--- src/u8d_pkg.sv ---
// u8d_pkg: shared types and constants for the utf-8 stream decoder
// used by every module under src; depends on nothing

package u8d_pkg;

    localparam int C_BYTE_W    = 8;
    localparam int C_PAY_W     = 6;
    localparam int C_CP_W      = 26;
    localparam int C_HELD_N    = 3;
    localparam int C_CNT_W     = 3;
    localparam int C_Q_DEPTH   = 4;
    localparam int C_Q_AW      = $clog2(C_Q_DEPTH);
    localparam int C_Q_CW      = $clog2(C_Q_DEPTH + 1);

    localparam logic [7:0] C_LEAD_MIN  = 8'hC0;
    localparam logic [1:0] C_CONT_TAG  = 2'b10;
    localparam logic [7:0] C_MASK_LEN2 = 8'h1F;
    localparam logic [7:0] C_MASK_LEN3 = 8'h0F;
    localparam logic [7:0] C_MASK_LEN4 = 8'h07;
    localparam logic [7:0] C_MASK_LEN5 = 8'h03;

    localparam logic [4:0] C_CLS_LEN2_MAX = 5'd27;
    localparam logic [4:0] C_CLS_LEN3_MAX = 5'd29;
    localparam logic [4:0] C_CLS_LEN4     = 5'd30;

    localparam logic [2:0] C_LEN2 = 3'd2;
    localparam logic [2:0] C_LEN3 = 3'd3;
    localparam logic [2:0] C_LEN4 = 3'd4;
    localparam logic [2:0] C_LEN5 = 3'd5;

    // one decoded request worth of results: raw flush run then optional tail
    typedef struct packed {
        logic [C_CNT_W-1:0]                  flush_n;
        logic [C_BYTE_W-1:0]                 lead;
        logic [C_HELD_N-1:0][C_PAY_W-1:0]    held;
        logic                                tail_v;
        logic [C_CP_W-1:0]                   tail_cp;
        logic                                tail_raw;
    } t_job;

    typedef struct packed {
        logic              empty;
        logic              full;
        logic [C_Q_CW-1:0] level;
    } t_q_stat;

endpackage

--- src/utf8_stream_decoder.sv ---
// utf8_stream_decoder: top level of the byte-serial utf-8 decoder
// instantiates u8d_front, u8d_queue and u8d_back; depends on u8d_pkg
//
//  channel  | valid   | stall   | payload
//  ---------+---------+---------+-------------------------------------------
//  bytes in | i_valid | o_stall | i_data_byte, i_end_of_string
//  results  | o_valid | i_stall | o_code_point, o_raw_fallback, o_end_of_run
//
// one byte request per cycle while the four-entry job queue has room
// each byte yields zero to five results, sent one per cycle by the back end while the output is not stalled
// results pass through the job queue and then the output register on their way to the outputs
// reset clears sequence state, queue pointers and output valid
// an output stall holds the output register; the front keeps taking bytes
// until the job queue fills

module utf8_stream_decoder
    import u8d_pkg::*;
(
    input  logic                i_clk,
    input  logic                i_rst_n,
    input  logic                i_valid,
    output logic                o_stall,
    input  logic [C_BYTE_W-1:0] i_data_byte,
    input  logic                i_end_of_string,
    output logic                o_valid,
    input  logic                i_stall,
    output logic [C_CP_W-1:0]   o_code_point,
    output logic                o_raw_fallback,
    output logic                o_end_of_run
);

    t_job    push_job;
    t_job    head_job;
    t_q_stat q_stat;
    logic    q_push;
    logic    q_pop;

    u8d_front u_front (
        .i_clk           (i_clk),
        .i_rst_n         (i_rst_n),
        .i_valid         (i_valid),
        .o_stall         (o_stall),
        .i_data_byte     (i_data_byte),
        .i_end_of_string (i_end_of_string),
        .i_q_stat        (q_stat),
        .o_push          (q_push),
        .o_job           (push_job)
    );

    u8d_queue u_queue (
        .i_clk   (i_clk),
        .i_rst_n (i_rst_n),
        .i_push  (q_push),
        .i_job   (push_job),
        .i_pop   (q_pop),
        .o_job   (head_job),
        .o_stat  (q_stat)
    );

    u8d_back u_back (
        .i_clk          (i_clk),
        .i_rst_n        (i_rst_n),
        .i_job          (head_job),
        .i_q_stat       (q_stat),
        .o_pop          (q_pop),
        .o_valid        (o_valid),
        .i_stall        (i_stall),
        .o_code_point   (o_code_point),
        .o_raw_fallback (o_raw_fallback),
        .o_end_of_run   (o_end_of_run)
    );

    a_no_push_when_full: assert property (@(posedge i_clk) disable iff (!i_rst_n)
        q_push |-> !q_stat.full)
        else $error("job pushed into full queue");

    a_job_not_empty: assert property (@(posedge i_clk) disable iff (!i_rst_n)
        q_push |-> ((push_job.flush_n != '0) || push_job.tail_v))
        else $error("job with no results queued");

    a_no_pop_on_stall: assert property (@(posedge i_clk) disable iff (!i_rst_n)
        (o_valid && i_stall) |-> !q_pop)
        else $error("job retired while output stalled");

    a_level_bound: assert property (@(posedge i_clk) disable iff (!i_rst_n)
        q_stat.level <= C_Q_CW'(C_Q_DEPTH))
        else $error("queue level out of range");

endmodule

--- src/u8d_front.sv ---
// u8d_front: accepts bytes, tracks the open sequence and classifies each request
// into a result job; depends on u8d_pkg

module u8d_front
    import u8d_pkg::*;
(
    input  logic                i_clk,
    input  logic                i_rst_n,
    input  logic                i_valid,
    output logic                o_stall,
    input  logic [C_BYTE_W-1:0] i_data_byte,
    input  logic                i_end_of_string,
    input  t_q_stat             i_q_stat,
    output logic                o_push,
    output t_job                o_job
);

    logic [C_BYTE_W-1:0]               r_lead, n_lead;
    logic [C_HELD_N-1:0][C_PAY_W-1:0]  r_held, n_held;
    logic [C_CNT_W-1:0]                r_exp, n_exp;
    logic [C_CNT_W-1:0]                r_rcv, n_rcv;
    logic [C_CP_W-1:0]                 r_partial, n_partial;

    logic               acc;
    logic               is_cont;
    logic               fall;
    logic [C_CNT_W-1:0] cnt_inc;
    logic [1:0]         idx;
    logic [4:0]         cls;
    t_job               job;

    assign o_stall = i_q_stat.full;
    assign acc     = i_valid && !i_q_stat.full;
    assign is_cont = (i_data_byte[7:6] == C_CONT_TAG);
    assign cnt_inc = r_rcv + 3'd1;
    assign idx     = 2'(r_rcv - 3'd1);
    assign cls     = i_data_byte[7:3];

    always_comb begin
        n_lead    = r_lead;
        n_held    = r_held;
        n_exp     = r_exp;
        n_rcv     = r_rcv;
        n_partial = r_partial;
        fall      = 1'b1;
        job          = '0;
        job.lead     = r_lead;
        job.held     = r_held;

        if (r_exp != '0) begin
            if (is_cont) begin
                fall      = 1'b0;
                n_partial = {r_partial[C_CP_W-C_PAY_W-1:0], i_data_byte[C_PAY_W-1:0]};
                n_rcv     = cnt_inc;
                if (cnt_inc >= r_exp) begin
                    job.tail_v   = 1'b1;
                    job.tail_cp  = n_partial;
                    job.tail_raw = 1'b0;
                    n_exp        = '0;
                    n_rcv        = '0;
                    n_partial    = '0;
                end else begin
                    n_held[idx] = i_data_byte[C_PAY_W-1:0];
                    job.held    = n_held;
                    if (i_end_of_string) begin
                        job.flush_n = cnt_inc;
                        n_exp       = '0;
                        n_rcv       = '0;
                        n_partial   = '0;
                    end
                end
            end else begin
                // interrupted: lead plus held continuation bytes go out raw
                job.flush_n = r_rcv;
                n_exp       = '0;
                n_rcv       = '0;
                n_partial   = '0;
            end
        end

        if (fall) begin
            if (i_data_byte >= C_LEAD_MIN) begin
                n_lead = i_data_byte;
                n_rcv  = 3'd1;
                priority if (cls <= C_CLS_LEN2_MAX) begin
                    n_exp     = C_LEN2;
                    n_partial = C_CP_W'(i_data_byte & C_MASK_LEN2);
                end else if (cls <= C_CLS_LEN3_MAX) begin
                    n_exp     = C_LEN3;
                    n_partial = C_CP_W'(i_data_byte & C_MASK_LEN3);
                end else if (cls == C_CLS_LEN4) begin
                    n_exp     = C_LEN4;
                    n_partial = C_CP_W'(i_data_byte & C_MASK_LEN4);
                end else begin
                    n_exp     = C_LEN5;
                    n_partial = C_CP_W'(i_data_byte & C_MASK_LEN5);
                end
                if (i_end_of_string) begin
                    job.tail_v   = 1'b1;
                    job.tail_cp  = C_CP_W'(i_data_byte);
                    job.tail_raw = 1'b1;
                    n_exp        = '0;
                    n_rcv        = '0;
                    n_partial    = '0;
                end
            end else begin
                job.tail_v   = 1'b1;
                job.tail_cp  = C_CP_W'(i_data_byte);
                job.tail_raw = i_data_byte[7];
            end
        end
    end

    assign o_job  = job;
    assign o_push = acc && ((job.flush_n != '0) || job.tail_v);

    always_ff @(posedge i_clk) begin
        if (!i_rst_n) begin
            r_lead    <= '0;
            r_exp     <= '0;
            r_rcv     <= '0;
            r_partial <= '0;
        end else if (acc) begin
            r_lead    <= n_lead;
            r_exp     <= n_exp;
            r_rcv     <= n_rcv;
            r_partial <= n_partial;
        end
    end

    // held payloads are only read after being written in the same sequence
    always_ff @(posedge i_clk) begin
        if (acc) begin
            r_held <= n_held;
        end
    end

endmodule

--- src/u8d_queue.sv ---
// u8d_queue: short job queue between the byte front end and the result back end
// depends on u8d_pkg

module u8d_queue
    import u8d_pkg::*;
(
    input  logic    i_clk,
    input  logic    i_rst_n,
    input  logic    i_push,
    input  t_job    i_job,
    input  logic    i_pop,
    output t_job    o_job,
    output t_q_stat o_stat
);

    t_job              r_mem [C_Q_DEPTH];
    logic [C_Q_AW-1:0] r_wp;
    logic [C_Q_AW-1:0] r_rp;
    logic [C_Q_CW-1:0] r_cnt;

    logic do_push;
    logic do_pop;

    assign o_stat.empty = (r_cnt == '0);
    assign o_stat.full  = (r_cnt == C_Q_CW'(C_Q_DEPTH));
    assign o_stat.level = r_cnt;
    assign o_job        = r_mem[r_rp];

    assign do_push = i_push && !o_stat.full;
    assign do_pop  = i_pop && !o_stat.empty;

    always_ff @(posedge i_clk) begin
        if (!i_rst_n) begin
            r_wp  <= '0;
            r_rp  <= '0;
            r_cnt <= '0;
        end else begin
            if (do_push) begin
                r_wp <= r_wp + 1'b1;
            end
            if (do_pop) begin
                r_rp <= r_rp + 1'b1;
            end
            unique case ({do_push, do_pop})
                2'b10:   r_cnt <= r_cnt + 1'b1;
                2'b01:   r_cnt <= r_cnt - 1'b1;
                default: r_cnt <= r_cnt;
            endcase
        end
    end

    always_ff @(posedge i_clk) begin
        if (do_push) begin
            r_mem[r_wp] <= i_job;
        end
    end

endmodule

--- src/u8d_back.sv ---
// u8d_back: walks the head job one result per cycle, while not stalled, into the output register
// depends on u8d_pkg

module u8d_back
    import u8d_pkg::*;
(
    input  logic              i_clk,
    input  logic              i_rst_n,
    input  t_job              i_job,
    input  t_q_stat           i_q_stat,
    output logic              o_pop,
    output logic              o_valid,
    input  logic              i_stall,
    output logic [C_CP_W-1:0] o_code_point,
    output logic              o_raw_fallback,
    output logic              o_end_of_run
);

    logic [C_CNT_W-1:0] r_idx, n_idx;
    logic               r_valid;
    logic [C_CP_W-1:0]  r_cp, n_cp;
    logic               r_raw, n_raw;
    logic               r_eor, n_eor;

    logic               load;
    logic               emit;
    logic [C_CNT_W-1:0] total;
    logic [1:0]         hidx;

    assign load  = !r_valid || !i_stall;
    assign emit  = load && !i_q_stat.empty;
    assign total = i_job.flush_n + C_CNT_W'(i_job.tail_v);
    assign hidx  = 2'(r_idx - 3'd1);

    always_comb begin
        if (r_idx < i_job.flush_n) begin
            n_raw = 1'b1;
            if (r_idx == '0) begin
                n_cp = C_CP_W'(i_job.lead);
            end else begin
                n_cp = C_CP_W'({C_CONT_TAG, i_job.held[hidx]});
            end
        end else begin
            n_raw = i_job.tail_raw;
            n_cp  = i_job.tail_cp;
        end
        n_eor = ((r_idx + 3'd1) == total);
        n_idx = n_eor ? '0 : r_idx + 3'd1;
    end

    assign o_pop = emit && n_eor;

    always_ff @(posedge i_clk) begin
        if (!i_rst_n) begin
            r_valid <= 1'b0;
            r_idx   <= '0;
        end else begin
            if (load) begin
                r_valid <= emit;
            end
            if (emit) begin
                r_idx <= n_idx;
            end
        end
    end

    always_ff @(posedge i_clk) begin
        if (emit) begin
            r_cp  <= n_cp;
            r_raw <= n_raw;
            r_eor <= n_eor;
        end
    end

    assign o_valid        = r_valid;
    assign o_code_point   = r_cp;
    assign o_raw_fallback = r_raw;
    assign o_end_of_run   = r_eor;

endmodule

--- config.mk ---
export PLATFORM = sky130hd
export DESIGN_NAME = utf8_stream_decoder
export DESIGN_NICKNAME = d
export VERILOG_FILES = /design/src/u8d_pkg.sv /design/src/utf8_stream_decoder.sv /design/src/u8d_front.sv /design/src/u8d_queue.sv /design/src/u8d_back.sv
export SDC_FILE = /design/constraint.sdc
export NUM_CORES = 1
export LEC_CHECK = 0
export BUFFER_PORTS_ARGS = -buffer_cell sky130_fd_sc_hd__buf_2
export CAP_MARGIN = 20
export CORE_MARGIN = 8
export CORE_UTILIZATION = 56
export CTS_CLUSTER_DIAMETER = 80
export CTS_CLUSTER_SIZE = 14
export DETAILED_ROUTE_END_ITERATION = 8
export GPL_ROUTABILITY_DRIVEN = 0
export GPL_TIMING_DRIVEN = 0
export HOLD_SLACK_MARGIN = 0.06
export PLACE_DENSITY = 0.84
export SLEW_MARGIN = 20
export SYNTH_ARGS = -nofsm -noshare
export SYNTH_HDL_FRONTEND = slang
export SYNTH_SLANG_ARGS = --single-unit
export TNS_END_PERCENT = 50
--- constraint.sdc ---
create_clock -name i_clk -period 6.05 [get_ports i_clk]
set_clock_uncertainty 0.2 [all_clocks]
set_input_delay 1.5125 -clock i_clk [delete_from_list [all_inputs] [get_ports i_clk]]
set_output_delay 1.5125 -clock i_clk [all_outputs]
set_load 0.05 [all_outputs]
==> flow_summary.ini, run 1 <==
[synth]
synth_fa_ha_area_share_pct = 1.78
ys_warn_count = 0
yosys.area.top_type = edfxtp_1
synthesis.nets = 786
synth_top_family_by_area = multiplexers
synth_edf_count = 274
synth-compound-area-share_pct = 4.26
netlist_area_sq_mm = 0.0130
ys.flop_type = edfxtp_1
synthMuxAreaShare_pct = 13.9
avgSynthCellArea_sq_um = 17.3
synthArstFlopShare_pct = 0
syn_inst = 755
synth-simple-area-share_pct = 7.15
yosysTopAreaCellShare_pct = 63.1
synth_area_leaders = edfxtp_1 63%, mux4_2 7.9%, dfxtp_1 7.2%
synth.most_common_cell = edfxtp_1
seq_area_frac_synth_pct = 70.3
netlist_top_cells_count = 274 x edfxtp_1, 47 x dfxtp_1, 46 x mux4_2, 45 x and2_1, 43 x nand2_1
synth_xor_area_share_pct = 0.777
ys_ff_latch = 321
synth.distinct_cells = 50

[route]
wirelength_mm = 26.6
drt_iter0_drc = 663
drc_errors = 0
viasPerCell = 5.95
drtAntennaViolNets = 0
vias = 6976
dr.pass1.iters = 5
avgRoutedWirePerCell_um = 22.7

[worst_setup_path]
cp_num_cells = 17
worstPathArrival_ns = 5.29
worstSetupPathType = flip-flop to flip-flop
crit_chain = buf_2, buf_2, clkbuf_1, mux4_2, ha_1, ha_1, xnor3_1, xnor2_1, nor3_2, nand2_1, inv_1, ha_1, inv_1, fa_1, xor2_1, or3_1, a21boi_0
cp-start-kind = flip-flop
slowest_delay_ns = 0.58
crit_required_ns = 6.31
path_buf_inv = 5
cp_common_cell = ha_1
r2r_cells = 17
crit_fanout = 10
cp_slowest_cell = clkbuf_1
ff2ff_setup_slack_ns = 1.02
crit_path_end_kind = flip-flop
rr_endpoint = u_queue.r_cnt[2]$_SDFFE_PN0P_
path_delay_family = buffers and inverters
endpoint = u_queue.r_cnt[2]$_SDFFE_PN0P_

[layout]
drive_above_1_share_pct = 21.5
final_cells = 1173
nFillCells = 1515
register_area_sq_mm = 0.00917
synthToLayoutAreaGrowth_pct = 12.3
final_cell_area_sq_mm = 0.0147
fin_nets = 864
multi_input_area_sq_mm = 0.00367

[die]
core_sq_mm = 0.0232
die_w_um = 169
initial_utilization_pct = 56.3
rows = 56
io_pins = 43
die-area_sq_mm = 0.0284
dieHeight_um = 169

[clocking]
worstSkewPairLatency_ns = 0.54
cts_max_path_buffers = 3
root_buffer = clkbuf_16
post_cts_resized = 0
cts.clk_slew.worst_paths_ns = 0.06
htree_levels = 1
cts_tree = built
cts-buffers-inserted = 26
hold_buffers = 0
cts_sinks = 321
cts_setup_buffers = 0

[timing]
rsz0062_at_grt = no
finalHoldViolations = 0
setup-tns-final_ns = 0
drv_slew = 0
fin_crit_sh_pct = 83.2
setup-violations-final = 0
tightestPinTransition_ns = 0.816
period_minus_slack_ns = 5.03
timing.fmax_ghz = 0.199
maxSlewHeadroom_pct = 45.5

[placed_design]
placed_cell_area_sq_mm = 0.0139
dp_cells = 1124
hpwl_mm = 17.3
portBuffers = 40

[power_and_ir_drop]
p_leak_nw = 4.86
vdd_drop_max_v = 0.000237
pwr_density_cell_mw_per_mm2 = 406

[global_routing]
overflow = 0
grt_pass1_vias = 7353
grt_pass1_wl_mm = 41.4
antenna_found_initial = 2
grt_start_max_net_pins = 34
grt_use_total_pct = 18.9

[min_path]
hp-class = flip-flop to flip-flop
hold_start = u_back.o_valid$_SDFFE_PN0N_

[outcome]
status = completed

[run]
cap_violations = 0
## cell families after synthesis
family	after synthesis
buffers and inverters	54
AO/OA/AOI/OAI	81
multiplexers	101
AND/OR/NAND/NOR	170
XOR/XNOR	10
adder cells (fa/ha/maj)	18
flip-flops	321
## sequential cells by signal, indices dropped and copies added (netlist names), named ones only
| signal | flops |
|---|---|
| u_back.o_code_point | 26 |
| u_back.o_end_of_run | 1 |
| u_back.o_raw_fallback | 1 |
| u_back.o_valid | 1 |
| u_back.r_idx | 3 |
| u_front.r_exp | 3 |
| u_front.r_held | 18 |
| u_front.r_lead | 8 |
| u_front.r_partial | 20 |
| u_front.r_rcv | 3 |
| u_queue.r_cnt | 3 |
| u_queue.r_mem | 228 |
| u_queue.r_rp | 2 |
| u_queue.r_wp | 2 |
## per-layer routing
metal / wire length [um] / vias up / global-route usage [%]
met5: 0 / - / 0
met4: 665 / 0 / 6.48
met3: 1730 / 45 / 2.73
met2: 13400 / 296 / 32.4
li1: - / 3094 / -
met1: 10800 / 3541 / 24.4
## layout by cell type (no fill, tap or decap), types with 18 or more instances in the layout
cell       count
mux2_2        36
mux4_2        46
clkbuf_16     26
o21ai_0       22
edfxtp_1     274
nor2b_1       35
buf_2         50
nand2_1       43
and2_1        45
a22oi_1       18
dfxtp_1       47
clkbuf_1      41
## power by group
part	internal [mW]	total, mW	switching, mW	leakage (nW)
clock	0.810	1.53	0.725	0.351
combinational	0.563	1.60	1.04	1.61
sequential	2.73	2.82	0.0817	2.91
## cell type report
cell class	count	share of cell area, %
tap	319	2.72
clock inverter	1	0.111
buffer	36	1.22
antenna	2	0.0341
inverter	18	0.461
clock buffer	46	4.95
multi-input combinational	380	25.0
timing repair buffer	50	2.93
sequential	321	62.6
## worst min path at each step
stage / cells past startpoint / end
finish: 2 / u_back.o_valid$_SDFFE_PN0N_
global route: 2 / u_back.o_valid$_SDFFE_PN0N_
detailed placement: 2 / u_back.o_valid$_SDFFE_PN0N_
global placement: 2 / u_back.o_valid$_SDFFE_PN0N_
floorplan: 2 / u_front.r_partial[5]$_SDFFE_PN0P_
CTS: 2 / u_back.o_valid$_SDFFE_PN0N_
## worst min-delay path, stage by stage (launching register included)
cell and delay, ns:
dfxtp_1 0.33, nand2_1 0.05, a21boi_0 0.06
## stage by stage
stage	total power, mW	utilization [%]	setup WS, ns	hold slack, ns
6_report	5.95	63.2	1.02	0.291
5_1_grt	6.19	63.2	0.716	0.322
4_1_cts	5.99	63.2	1.07	0.296
3_5_place_dp	4.47	60.0	1.12	0.286
3_3_place_gp	4.40	58.8	-1.93	0.264
2_1_floorplan	4.02	-	0.261	0.252
Power figures use the tool's default switching activity.
==> run 2: changes to the inputs <==
==> constraint.sdc (replaced) <==
create_clock -name i_clk -period 4.1 [get_ports i_clk]
set_clock_uncertainty 0.2 [all_clocks]
set_input_delay 1.025 -clock i_clk [delete_from_list [all_inputs] [get_ports i_clk]]
set_output_delay 1.025 -clock i_clk [all_outputs]
set_load 0.05 [all_outputs]
==> flow_summary.ini, run 2 (synthesized netlist as in run 1, its figures left out) <==
[global_routing]
overflow = 0
antenna_found_initial = 0
grt_pass1_wl_mm = 40.9
grt_start_max_net_pins = 34
grt_use_total_pct = 18.4
grt_pass1_vias = 7123

[clocking]
worstSkewPairLatency_ns = 0.53
cts_tree = built
hold_buffers = 0
htree_levels = 1
cts-buffers-inserted = 26
cts.clk_slew.worst_paths_ns = 0.06
cts_sinks = 321
root_buffer = clkbuf_16
cts_max_path_buffers = 3

[min_path]
hold_start = u_back.o_valid$_SDFFE_PN0N_
hp-class = flip-flop to flip-flop

[layout]
register_area_sq_mm = 0.00917
max_flop_register = u_queue.r_mem
nFillCells = 1479
final_cell_area_sq_mm = 0.0149
final_cell_mix = 274 x edfxtp_1, 47 x buf_2, 46 x mux4_2
fin_nets = 879
final_common_cell = edfxtp_1
multi_input_area_sq_mm = 0.00368
drive_above_1_share_pct = 23.9
final_cells = 1186
largest_register_ffs = 228
insertedDiodeCount = 0
synthToLayoutAreaGrowth_pct = 14.1

[worst_setup_path]
crit_fanout = 11
cp_slowest_cell = mux4_2
path_delay_family = adder cells
path_buf_inv = 4
crit_path_end_kind = flip-flop
crit_required_ns = 4.36
slowest_delay_ns = 0.52
cp-start-kind = flip-flop
worstPathArrival_ns = 4.21
worstSetupPathType = flip-flop to flip-flop
crit_chain = buf_16, buf_12, mux4_2, ha_1, ha_1, xor2_1, nor3_2, nand2_2, inv_2, ha_2, inv_1, fa_1, xor2_1, or3_1, a21boi_1

[route]
avgRoutedWirePerCell_um = 22.1
dr.pass1.iters = 5
drt_iter0_drc = 863
drc_errors = 0
drtAntennaViolNets = 0
vias = 7111
wirelength_mm = 26.3
viasPerCell = 6.00

[timing]
setup-violations-final = 0
finalHoldViolations = 0
timing.fmax_ghz = 0.253
hold_ws_ns = 0.286
tightestPinTransition_ns = 0.777
rsz0062_at_grt = no
period_minus_slack_ns = 3.95
fin_crit_sh_pct = 96.4
maxSlewHeadroom_pct = 47.8
drv_slew = 0
setup-tns-final_ns = 0

[outcome]
status = completed

[placed_design]
placed_cell_area_sq_mm = 0.0139
portBuffers = 40
hpwl_mm = 17.1
dp_cells = 1124

[die]
dieHeight_um = 169
core_sq_mm = 0.0232
die_w_um = 169
rows = 56
io_pins = 43
initial_utilization_pct = 56.3
die-area_sq_mm = 0.0284

[power_and_ir_drop]
finalPower_mw = 8.93
vdd_drop_max_v = 0.000383
p_leak_nw = 4.98
pwr_density_cell_mw_per_mm2 = 600

[run]
cap_violations = 0
## run 2: cell types whose count changed in the layout (fill, tap and decap cells not counted), moves of 2 or more
cell       before  now
clkbuf_16      26   28
clkbuf_4        0    2
diode_2         2    0
buf_4           2   16
dfxtp_1        47   45
clkbuf_1       41   38
ha_1           17   15
buf_2          50   47
buf_12          5    8
## run 2: what timing repair did
item | 4_1_cts | 5_1_grt
cloned | 0 | 1
pin swaps | 2 | 1
setup buffers | 9 | 10
resized for setup | 14 | 6
endpoints found under the setup margin | 162 | 26
## run 2: final timing paths
path,endpoint,cells after the start,slack (ns)
max,u_queue.r_cnt[2]$_SDFFE_PN0P_,15,0.15
min,u_back.o_valid$_SDFFE_PN0N_,2,0.29
max reg2reg,u_queue.r_cnt[2]$_SDFFE_PN0P_,15,0.15
min reg2reg,u_back.o_valid$_SDFFE_PN0N_,2,0.29
## run 2: metal layers
metal	track usage (%)	wire, um
met1	25.3	10700
met5	0	0
met3	2.98	2090
met4	5.24	556
met2	30.3	12900
## run 2: cell type report
| type | count | area share, % |
|---|---|---|
| inverters | 18 | 0.454 |
| plain buffers | 31 | 1.21 |
| clock buffers | 47 | 5.04 |
| well taps | 319 | 2.68 |
| flip-flops and latches | 321 | 61.6 |
| repair buffers | 70 | 4.26 |
| multi-input cells | 380 | 24.7 |
## run 2: power by group
part	total (mW)	switching (mW)	internal, mW
logic	2.49	1.55	0.936
clock network	2.28	1.05	1.23
registers	4.17	0.131	4.04
total	8.93	2.73	6.20
## run 2: worst register-to-register path: stages (launching register included)
cell	delay [ns]
dfxtp_4	0.42
buf_16	0.16
buf_12	0.17
mux4_2	0.53
ha_1	0.20
ha_1	0.30
xor2_1	0.18
nor3_2	0.29
nand2_2	0.13
inv_2	0.09
ha_2	0.19
inv_1	0.05
fa_1	0.38
xor2_1	0.16
or3_1	0.31
a21boi_1	0.13
## run 2: through the flow
stage / setup WS (ns) / utilization, %
detailed placement: -0.823 / 60.0
finish: 0.149 / 64.2
global route: 0.0169 / 64.2
CTS: -0.0784 / 63.8
floorplan: -0.292 / -
global placement: -1.81 / 58.9
